$ cat config.mk
export PLATFORM = sky130hd
export DESIGN_NAME = cpu_6502_execute_unit
export DESIGN_NICKNAME = d
export VERILOG_FILES = /design/src/rtl/c6502_eu_pkg.sv /design/src/rtl/c6502_eu_alu.sv /design/src/rtl/cpu_6502_execute_unit.sv
export SDC_FILE = /design/constraint.sdc
export NUM_CORES = 1
export LEC_CHECK = 0
export BUFFER_PORTS_ARGS = -buffer_cell sky130_fd_sc_hd__buf_2
export CAP_MARGIN = 10
export CORE_UTILIZATION = 40
export DETAILED_ROUTE_END_ITERATION = 7
export GPL_TIMING_DRIVEN = 0
export MAX_ROUTING_LAYER = met4
export PLACE_DENSITY = 0.69
export SYNTH_ARGS = -nofsm -noshare
export SYNTH_HDL_FRONTEND = slang
export SYNTH_SLANG_ARGS = --single-unit
export TNS_END_PERCENT = 20
$ cat constraint.sdc
create_clock -name clk -period 3.4 [get_ports clk]
set_input_delay 0.68 -clock clk [delete_from_list [all_inputs] [get_ports clk]]
set_output_delay 0.68 -clock clk [all_outputs]
set_load 0.03 [all_outputs]
$ cat src/rtl/c6502_eu_pkg.sv
`timescale 1ns / 1ps
`default_nettype none
// ----------------------------------------------------------------------------
// c6502_eu_pkg
// Operation codes, register types and flag helpers for the 6502 execute unit.
// ----------------------------------------------------------------------------
package c6502_eu_pkg;

  localparam int unsigned ACTION_W = 6;
  localparam int unsigned IN_DATA_W = 16;
  localparam int unsigned OUT_DATA_W = 48;

  // operation codes
  localparam logic [ACTION_W-1:0] OP_LDA   = 6'd0;
  localparam logic [ACTION_W-1:0] OP_LDX   = 6'd1;
  localparam logic [ACTION_W-1:0] OP_LDY   = 6'd2;
  localparam logic [ACTION_W-1:0] OP_TAX   = 6'd3;
  localparam logic [ACTION_W-1:0] OP_INX   = 6'd4;
  localparam logic [ACTION_W-1:0] OP_INY   = 6'd5;
  localparam logic [ACTION_W-1:0] OP_DEX   = 6'd6;
  localparam logic [ACTION_W-1:0] OP_DEY   = 6'd7;
  localparam logic [ACTION_W-1:0] OP_AND   = 6'd8;
  localparam logic [ACTION_W-1:0] OP_EOR   = 6'd9;
  localparam logic [ACTION_W-1:0] OP_ORA   = 6'd10;
  localparam logic [ACTION_W-1:0] OP_ADC   = 6'd11;
  localparam logic [ACTION_W-1:0] OP_SBC   = 6'd12;
  localparam logic [ACTION_W-1:0] OP_ASL_A = 6'd13;
  localparam logic [ACTION_W-1:0] OP_LSR_A = 6'd14;
  localparam logic [ACTION_W-1:0] OP_ROL_A = 6'd15;
  localparam logic [ACTION_W-1:0] OP_ROR_A = 6'd16;
  localparam logic [ACTION_W-1:0] OP_ASL_M = 6'd17;
  localparam logic [ACTION_W-1:0] OP_LSR_M = 6'd18;
  localparam logic [ACTION_W-1:0] OP_ROL_M = 6'd19;
  localparam logic [ACTION_W-1:0] OP_ROR_M = 6'd20;
  localparam logic [ACTION_W-1:0] OP_INC   = 6'd21;
  localparam logic [ACTION_W-1:0] OP_DEC   = 6'd22;
  localparam logic [ACTION_W-1:0] OP_BIT   = 6'd23;
  localparam logic [ACTION_W-1:0] OP_CMP   = 6'd24;
  localparam logic [ACTION_W-1:0] OP_CPX   = 6'd25;
  localparam logic [ACTION_W-1:0] OP_CPY   = 6'd26;
  localparam logic [ACTION_W-1:0] OP_PLA   = 6'd27;
  localparam logic [ACTION_W-1:0] OP_PLP   = 6'd28;
  localparam logic [ACTION_W-1:0] OP_PHP   = 6'd29;
  localparam logic [ACTION_W-1:0] OP_STA   = 6'd30;
  localparam logic [ACTION_W-1:0] OP_SEC   = 6'd31;
  localparam logic [ACTION_W-1:0] OP_CLC   = 6'd32;

  // shift kinds
  localparam logic [1:0] SH_ASL = 2'd0;
  localparam logic [1:0] SH_LSR = 2'd1;
  localparam logic [1:0] SH_ROL = 2'd2;
  localparam logic [1:0] SH_ROR = 2'd3;

  // status bit positions
  localparam int unsigned FLAG_C = 0;
  localparam int unsigned FLAG_Z = 1;
  localparam int unsigned FLAG_B = 4;
  localparam int unsigned FLAG_5 = 5;
  localparam int unsigned FLAG_V = 6;
  localparam int unsigned FLAG_N = 7;

  localparam logic [7:0] FLAGS_RESET = 8'h24;
  localparam logic [7:0] PUSH_MASK   = 8'h30;

  typedef struct packed {
    logic [7:0] a;
    logic [7:0] x;
    logic [7:0] y;
    logic [7:0] p;
  } regs_t;

  typedef struct packed {
    logic [7:0] wdata;
    logic       we;
  } wr_t;

  localparam regs_t REGS_RESET = '{a: 8'h00, x: 8'h00, y: 8'h00, p: FLAGS_RESET};

  // set z and n from a result byte
  function automatic logic [7:0] set_zn(input logic [7:0] p, input logic [7:0] v);
    logic [7:0] r;
    r = p;
    r[FLAG_Z] = (v == 8'h00);
    r[FLAG_N] = v[7];
    return r;
  endfunction

endpackage
`default_nettype wire

$ cat src/rtl/c6502_eu_alu.sv
`timescale 1ns / 1ps
`default_nettype none
// ----------------------------------------------------------------------------
// c6502_eu_alu
// Next register state and write-back byte for one operation.
// ----------------------------------------------------------------------------
module c6502_eu_alu
  import c6502_eu_pkg::*;
(
  input  wire logic [ACTION_W-1:0] action,
  input  wire logic [7:0]          operand,
  input  wire regs_t               cur,
  output regs_t                    nxt,
  output wr_t                      wr
);

  logic [7:0] add_m;
  logic [8:0] add_sum;
  logic [7:0] add_res;
  logic       add_v;
  logic [7:0] cmp_reg;
  logic [8:0] cmp_diff;
  logic [7:0] sh_src;
  logic [1:0] sh_kind;
  logic [7:0] sh_res;
  logic       sh_c;
  logic       cin;

  assign cin = cur.p[FLAG_C];

  // sbc is adc of the inverted operand
  assign add_m   = (action == OP_SBC) ? ~operand : operand;
  assign add_sum = {1'b0, cur.a} + {1'b0, add_m} + {8'h00, cin};
  assign add_res = add_sum[7:0];
  assign add_v   = ((cur.a ^ add_res) & (add_m ^ add_res) & 8'h80) != 8'h00;

  always_comb begin
    unique case (action)
      OP_CPX:  cmp_reg = cur.x;
      OP_CPY:  cmp_reg = cur.y;
      default: cmp_reg = cur.a;
    endcase
  end
  assign cmp_diff = {1'b0, cmp_reg} - {1'b0, operand};

  // shifter input and kind: accumulator codes come first, memory codes after
  always_comb begin
    sh_src  = operand;
    sh_kind = SH_ASL;
    unique case (action)
      OP_ASL_A: begin sh_src = cur.a; sh_kind = SH_ASL; end
      OP_LSR_A: begin sh_src = cur.a; sh_kind = SH_LSR; end
      OP_ROL_A: begin sh_src = cur.a; sh_kind = SH_ROL; end
      OP_ROR_A: begin sh_src = cur.a; sh_kind = SH_ROR; end
      OP_LSR_M: sh_kind = SH_LSR;
      OP_ROL_M: sh_kind = SH_ROL;
      OP_ROR_M: sh_kind = SH_ROR;
      default:  sh_kind = SH_ASL;
    endcase
  end

  always_comb begin
    unique case (sh_kind)
      SH_ASL: begin sh_res = {sh_src[6:0], 1'b0}; sh_c = sh_src[7]; end
      SH_LSR: begin sh_res = {1'b0, sh_src[7:1]}; sh_c = sh_src[0]; end
      SH_ROL: begin sh_res = {sh_src[6:0], cin};  sh_c = sh_src[7]; end
      default: begin sh_res = {cin, sh_src[7:1]}; sh_c = sh_src[0]; end
    endcase
  end

  always_comb begin
    nxt      = cur;
    wr.wdata = 8'h00;
    wr.we    = 1'b0;
    unique case (action) inside
      OP_LDA, OP_PLA: begin
        nxt.a = operand;
        nxt.p = set_zn(cur.p, operand);
      end
      OP_LDX: begin
        nxt.x = operand;
        nxt.p = set_zn(cur.p, operand);
      end
      OP_LDY: begin
        nxt.y = operand;
        nxt.p = set_zn(cur.p, operand);
      end
      OP_TAX: begin
        nxt.x = cur.a;
        nxt.p = set_zn(cur.p, cur.a);
      end
      OP_INX: begin
        nxt.x = cur.x + 8'd1;
        nxt.p = set_zn(cur.p, nxt.x);
      end
      OP_INY: begin
        nxt.y = cur.y + 8'd1;
        nxt.p = set_zn(cur.p, nxt.y);
      end
      OP_DEX: begin
        nxt.x = cur.x - 8'd1;
        nxt.p = set_zn(cur.p, nxt.x);
      end
      OP_DEY: begin
        nxt.y = cur.y - 8'd1;
        nxt.p = set_zn(cur.p, nxt.y);
      end
      OP_AND: begin
        nxt.a = cur.a & operand;
        nxt.p = set_zn(cur.p, nxt.a);
      end
      OP_EOR: begin
        nxt.a = cur.a ^ operand;
        nxt.p = set_zn(cur.p, nxt.a);
      end
      OP_ORA: begin
        nxt.a = cur.a | operand;
        nxt.p = set_zn(cur.p, nxt.a);
      end
      OP_ADC, OP_SBC: begin
        nxt.a         = add_res;
        nxt.p         = set_zn(cur.p, add_res);
        nxt.p[FLAG_C] = add_sum[8];
        nxt.p[FLAG_V] = add_v;
      end
      [OP_ASL_A:OP_ROR_A]: begin
        nxt.a         = sh_res;
        nxt.p         = set_zn(cur.p, sh_res);
        nxt.p[FLAG_C] = sh_c;
      end
      [OP_ASL_M:OP_ROR_M]: begin
        nxt.p         = set_zn(cur.p, sh_res);
        nxt.p[FLAG_C] = sh_c;
        wr.wdata      = sh_res;
        wr.we         = 1'b1;
      end
      OP_INC: begin
        wr.wdata = operand + 8'd1;
        wr.we    = 1'b1;
        nxt.p    = set_zn(cur.p, wr.wdata);
      end
      OP_DEC: begin
        wr.wdata = operand - 8'd1;
        wr.we    = 1'b1;
        nxt.p    = set_zn(cur.p, wr.wdata);
      end
      OP_BIT: begin
        nxt.p[FLAG_Z] = (cur.a & operand) == 8'h00;
        nxt.p[FLAG_N] = operand[7];
        nxt.p[FLAG_V] = operand[6];
      end
      OP_CMP, OP_CPX, OP_CPY: begin
        nxt.p         = set_zn(cur.p, cmp_diff[7:0]);
        nxt.p[FLAG_C] = ~cmp_diff[8];
      end
      OP_PLP: begin
        nxt.p         = operand;
        nxt.p[FLAG_B] = 1'b0;
        nxt.p[FLAG_5] = 1'b1;
      end
      OP_PHP: begin
        wr.wdata = cur.p | PUSH_MASK;
        wr.we    = 1'b1;
      end
      OP_STA: begin
        wr.wdata = cur.a;
        wr.we    = 1'b1;
      end
      OP_SEC:  nxt.p[FLAG_C] = 1'b1;
      OP_CLC:  nxt.p[FLAG_C] = 1'b0;
      default: nxt = cur;
    endcase
  end

endmodule
`default_nettype wire

$ cat src/rtl/cpu_6502_execute_unit.sv
`timescale 1ns / 1ps
`default_nettype none
// each accepted word passes the input register, the ALU, then the result register
// throughput: one word per cycle, limited only by out_tready
// the input register and the result register are separate, so a new word is
// taken while a finished result still waits downstream
// reset: a, x, y clear to zero, status to 0x24, both pipeline registers empty
// ----------------------------------------------------------------------------
// cpu_6502_execute_unit
// Binary-only 6502 data path: one operation per word on kept A, X, Y, P.
// ----------------------------------------------------------------------------
module cpu_6502_execute_unit
  import c6502_eu_pkg::*;
(
  input  wire logic                  clk,
  input  wire logic                  rst_n,
  input  wire logic                  in_tvalid,
  output logic                       in_tready,
  input  wire logic [IN_DATA_W-1:0]  in_tdata,   // action[5:0], operand[13:6]
  output logic                       out_tvalid,
  input  wire logic                  out_tready,
  output logic [OUT_DATA_W-1:0]      out_tdata   // write_data[7:0], write_enable[8],
                                                 // status_out[16:9], acc_out[24:17],
                                                 // x_out[32:25], y_out[40:33]
);

  logic                  in_valid_r;
  logic [ACTION_W-1:0]   action_r;
  logic [7:0]            operand_r;
  regs_t                 regs_r;
  regs_t                 regs_nxt;
  wr_t                   wr_nxt;
  logic                  out_valid_r;
  logic [OUT_DATA_W-1:0] out_data_r;
  logic [OUT_DATA_W-1:0] out_data_nxt;
  logic                  advance;

  assign advance   = in_valid_r && (!out_valid_r || out_tready);
  assign in_tready = !in_valid_r || advance;

  c6502_eu_alu u_alu (
    .action  (action_r),
    .operand (operand_r),
    .cur     (regs_r),
    .nxt     (regs_nxt),
    .wr      (wr_nxt)
  );

  assign out_data_nxt = {7'd0, regs_nxt.y, regs_nxt.x, regs_nxt.a, regs_nxt.p,
                         wr_nxt.we, wr_nxt.wdata};

  always_ff @(posedge clk) begin
    if (!rst_n) begin
      in_valid_r  <= 1'b0;
      out_valid_r <= 1'b0;
      regs_r      <= REGS_RESET;
    end else begin
      if (in_tready) begin
        in_valid_r <= in_tvalid;
      end
      if (advance) begin
        out_valid_r <= 1'b1;
        regs_r      <= regs_nxt;
      end else if (out_tready) begin
        out_valid_r <= 1'b0;
      end
    end
  end

  // payload registers
  always_ff @(posedge clk) begin
    if (in_tready && in_tvalid) begin
      action_r  <= in_tdata[5:0];
      operand_r <= in_tdata[13:6];
    end
    if (advance) begin
      out_data_r <= out_data_nxt;
    end
  end

  assign out_tvalid = out_valid_r;
  assign out_tdata  = out_data_r;

endmodule
`default_nettype wire

==> run_results.csv <==
group,metric,value,unit
layout,count_of_placed_standard_cells_in_the_final_layout_fillers_left_out,1220,
drt,first_iter_violations,1023,
placement,post-dp-hpwl,19.94,mm
yosys,synth-edff-count,55,
yosys,synth_cell_type_count,78,
sta,maxSlewViolCount,0,
pwr,pwr_density_cell,362.2,nW/um2
drt,drt_pass1_iterations,8,
setup_path,crit_path_end_kind,"register",
drt,drc_errors,0,
layout,finalCoreUtilization,50.56,%
setup_path,timing.critical_path.arrival,3.65,ns
grt,antenna_violations_before_repair,0,
clocking,clockRootBuffer,"sky130_fd_sc_hd__clkbuf_16",
grt,grt_max_degree,28,
placement,detailed_place.area,7898,um2
floorplanning,pin_count,70,
floorplanning,placement_rows,48,
sta,timing.final.crit_period,3.444,ns
sta,hold_viol_final,0,
sta,tightestPinTransition,1.144,ns
sta,hold_ws,0.4432,ns
pwr,irDropWorstVdd,261.2,uV
sta,final.period_utilization,101.3,%
grt,global_route.usage.total,31.00,%
layout,n_antenna_cell,0,
layout,layout_common_cells,"sky130_fd_sc_hd__nand2_1, sky130_fd_sc_hd__nor2_1, sky130_fd_sc_hd__buf_2",
yosys,netlist_instances,871,
sta,fmax,290.3,MHz
setup_path,worstPathRequired,3.61,ns
flow_run,maxCapViolCount,0,
layout,area_growth,22.17,%
floorplanning,initial_core_util,41.39,%
sta,skew,0.01405,ns
clocking,numClockSinks,89,
placement,numPlacedInstances,1162,
grt,grt_first_pass_wirelength,41.38,mm
status,status,"complete, but fails checks",
sta,relSlewSlack,23.16,%
setup_path,critPathMaxFanout,7,
layout,final_cell_area,8867,um2
clocking,insertion_delay,0.37,ns
setup_path,crit_path_start_kind,"register",
grt,grt-ovfl-total,0,
grt,grt_pass1_vias,6916,
layout,mostFrequentLayoutCell,"sky130_fd_sc_hd__nand2_1",
drt,postRouteWirelength,27.70,mm
clocking,cts_htree_levels,3,
clocking,tritoncts,"built",
yosys,syn-cell-area,7258,um2
floorplanning,fp.dieArea,18690,um2
hold_path,hp-class,"reg2reg",
yosys,asyncSetResetFlopFracSynth,0,%
layout,layout-drive-gt1-share,21.81,%
drt,route.detailed.wl_per_inst,22.70,um
sta,final-setup-viol-count,1,
placement,gp_routability_congestion,0.9893,
yosys,synth_ff_type,"sky130_fd_sc_hd__edfxtp_1",
floorplanning,core_area,17540,um2
drt,vias,7650,
layout,finalNetCount,1056,
yosys,syn_avg_cell_area,8.333,um2
drt,routed_via_density,6.270,
layout,fillCellCount,1739,
yosys,postSynthRegisterBits,89,
floorplanning,die_height,136.7,um
setup_path,timing_worst_setup_path_type,"reg2reg",
pwr,leakagePower,3.407,nW
drt,antenna_violating_nets_post_route,0,
placement,buffer_ports.inserted,59,
status,violations,"negative setup slack",
yosys,portion_of_the_post_synthesis_area_used_by_sequential_elements,32.13,%
yosys,synthesis.yosys.warnings,0,
clocking,clkSlewWorstSetupHoldPaths,0.08,ns
clocking,cts_inserted_buffers,9,
floorplanning,die_w,136.7,um
sta,rsz0062_at_grt,"yes",
clocking,clock_tree.buffer_depth,2,
sta,setup_ws,-0.04445,ns
## metal layers
metal	GRT usage, %	up-vias	part of all wire [%]
met2	47.10	426	46
li1	-	3469	-
met4	16.67	0	5.5
met5	-	-	0
met1	39.13	3638	40
met3	5.370	117	8.6
## cell families (layout without fill, tap and decap cells)
group | count (synthesis) | count (layout) | share of synthesized area, %
xor+xnor | 42 | 42 | 5.068
other cells | 1 | 7 | 0.05167
buf+inv | 106 | 224 | 6.309
fa+ha+maj | 46 | 46 | 8.137
mux | 18 | 18 | 2.741
flops | 89 | 89 | 32.13
simple gates | 327 | 327 | 22.51
compound gates | 242 | 242 | 23.05
## repair_timing
action | in CTS | in global routing
pin swaps | 11 | 30
buffers inserted | 12 | 33
setup endpoints to repair | 20 | 10
hold buffers | 0 | 0
gates resized for setup | 41 | 37
## per-stage QoR
step           setup WS (ns)  power, mW  setup TNS, ns
6_report            -0.04445      3.211       -0.04445
5_1_grt              -0.1676      3.330        -0.5926
4_1_cts             -0.01012      3.143       -0.01012
3_5_place_dp          -1.172      2.022         -10.34
3_3_place_gp          -1.081      2.014         -35.92
2_1_floorplan       0.002902      1.791              0
## worst paths after layout
check,end,slack (ns),from,cells after the start
max,out_tdata[10],-0.04,action_r[1],15
max reg2reg,out_tdata[10],-0.04,action_r[1],15
min,regs_r[5],0.44,regs_r[5],1
min reg2reg,regs_r[5],0.44,regs_r[5],1
## final cells by class
| cell class | count | area (um2) | area share (%) |
|---|---|---|---|
| Clock inverter | 6 | 70.07 | 0.7902 |
| Multi-Input combinational cell | 682 | 4770 | 53.79 |
| Sequential cell | 89 | 2332 | 26.30 |
| Tap cell | 225 | 281.5 | 3.175 |
| Timing Repair Buffer | 105 | 664.4 | 7.493 |
| Inverter | 28 | 108.9 | 1.228 |
| Buffer | 75 | 390.4 | 4.402 |
| Clock buffer | 10 | 250.2 | 2.822 |
## flip-flops by register name, indices dropped and copies added (netlist names)
signal,flops
out_tdata,41
regs_r,32
operand_r,8
action_r,6
in_valid_r,1
out_tvalid,1
## where the power goes
part	switching [mW]	total, mW	internal [mW]
Sequential	0.0456	1.25	1.21
Clock	0.482	1.10	0.623
Combinational	0.548	0.852	0.304
## critical path, stage by stage (launching register included)
cell and delay [ns]:
sky130_fd_sc_hd__edfxtp_1 0.46, sky130_fd_sc_hd__nor2_4 0.15, sky130_fd_sc_hd__and3_4 0.23, sky130_fd_sc_hd__nand2_8 0.09
sky130_fd_sc_hd__xnor2_4 0.19, sky130_fd_sc_hd__fa_2 0.26, sky130_fd_sc_hd__inv_2 0.05, sky130_fd_sc_hd__fa_2 0.37
sky130_fd_sc_hd__a21oi_2 0.16, sky130_fd_sc_hd__nor2b_1 0.06, sky130_fd_sc_hd__nor3_1 0.17, sky130_fd_sc_hd__nor2_1 0.10
sky130_fd_sc_hd__or3_4 0.35, sky130_fd_sc_hd__nor4_4 0.35, sky130_fd_sc_hd__a31oi_2 0.09, sky130_fd_sc_hd__a21oi_2 0.21
## cell usage after synthesis, types with 5 or more instances
cell type,count,area share [%]
sky130_fd_sc_hd__xnor2_1,30,3.6
sky130_fd_sc_hd__nand2_1,88,4.6
sky130_fd_sc_hd__xor2_1,12,1.4
sky130_fd_sc_hd__nor2b_1,10,0.86
sky130_fd_sc_hd__o22ai_1,13,1.1
sky130_fd_sc_hd__nor2_1,78,4.0
sky130_fd_sc_hd__o211ai_1,7,0.72
sky130_fd_sc_hd__edfxtp_1,55,23
sky130_fd_sc_hd__mux2i_1,12,1.7
sky130_fd_sc_hd__a221o_1,8,1.1
sky130_fd_sc_hd__inv_1,27,1.4
sky130_fd_sc_hd__a211oi_1,12,1.2
sky130_fd_sc_hd__o221ai_1,14,1.7
sky130_fd_sc_hd__nor4_1,14,1.2
sky130_fd_sc_hd__dfxtp_1,34,9.4
sky130_fd_sc_hd__a221oi_1,9,1.1
sky130_fd_sc_hd__o21a_1,6,0.62
sky130_fd_sc_hd__a21oi_1,49,3.4
sky130_fd_sc_hd__mux2_2,5,0.78
sky130_fd_sc_hd__a31oi_1,11,0.95
sky130_fd_sc_hd__nand3_1,35,2.4
sky130_fd_sc_hd__ha_1,44,7.6
sky130_fd_sc_hd__a22oi_1,16,1.7
sky130_fd_sc_hd__clkbuf_1,50,2.6
sky130_fd_sc_hd__nor3_1,28,1.9
sky130_fd_sc_hd__nand4_1,10,0.86
sky130_fd_sc_hd__nand2b_1,13,1.1
sky130_fd_sc_hd__buf_2,15,1.0
sky130_fd_sc_hd__buf_4,9,0.93
sky130_fd_sc_hd__and2_1,5,0.43
sky130_fd_sc_hd__a222oi_1,9,1.2
sky130_fd_sc_hd__and3_1,9,0.78
sky130_fd_sc_hd__o21ai_0,50,3.4
sky130_fd_sc_hd__or2_2,6,0.52
Power figures use the tool's default switching activity.
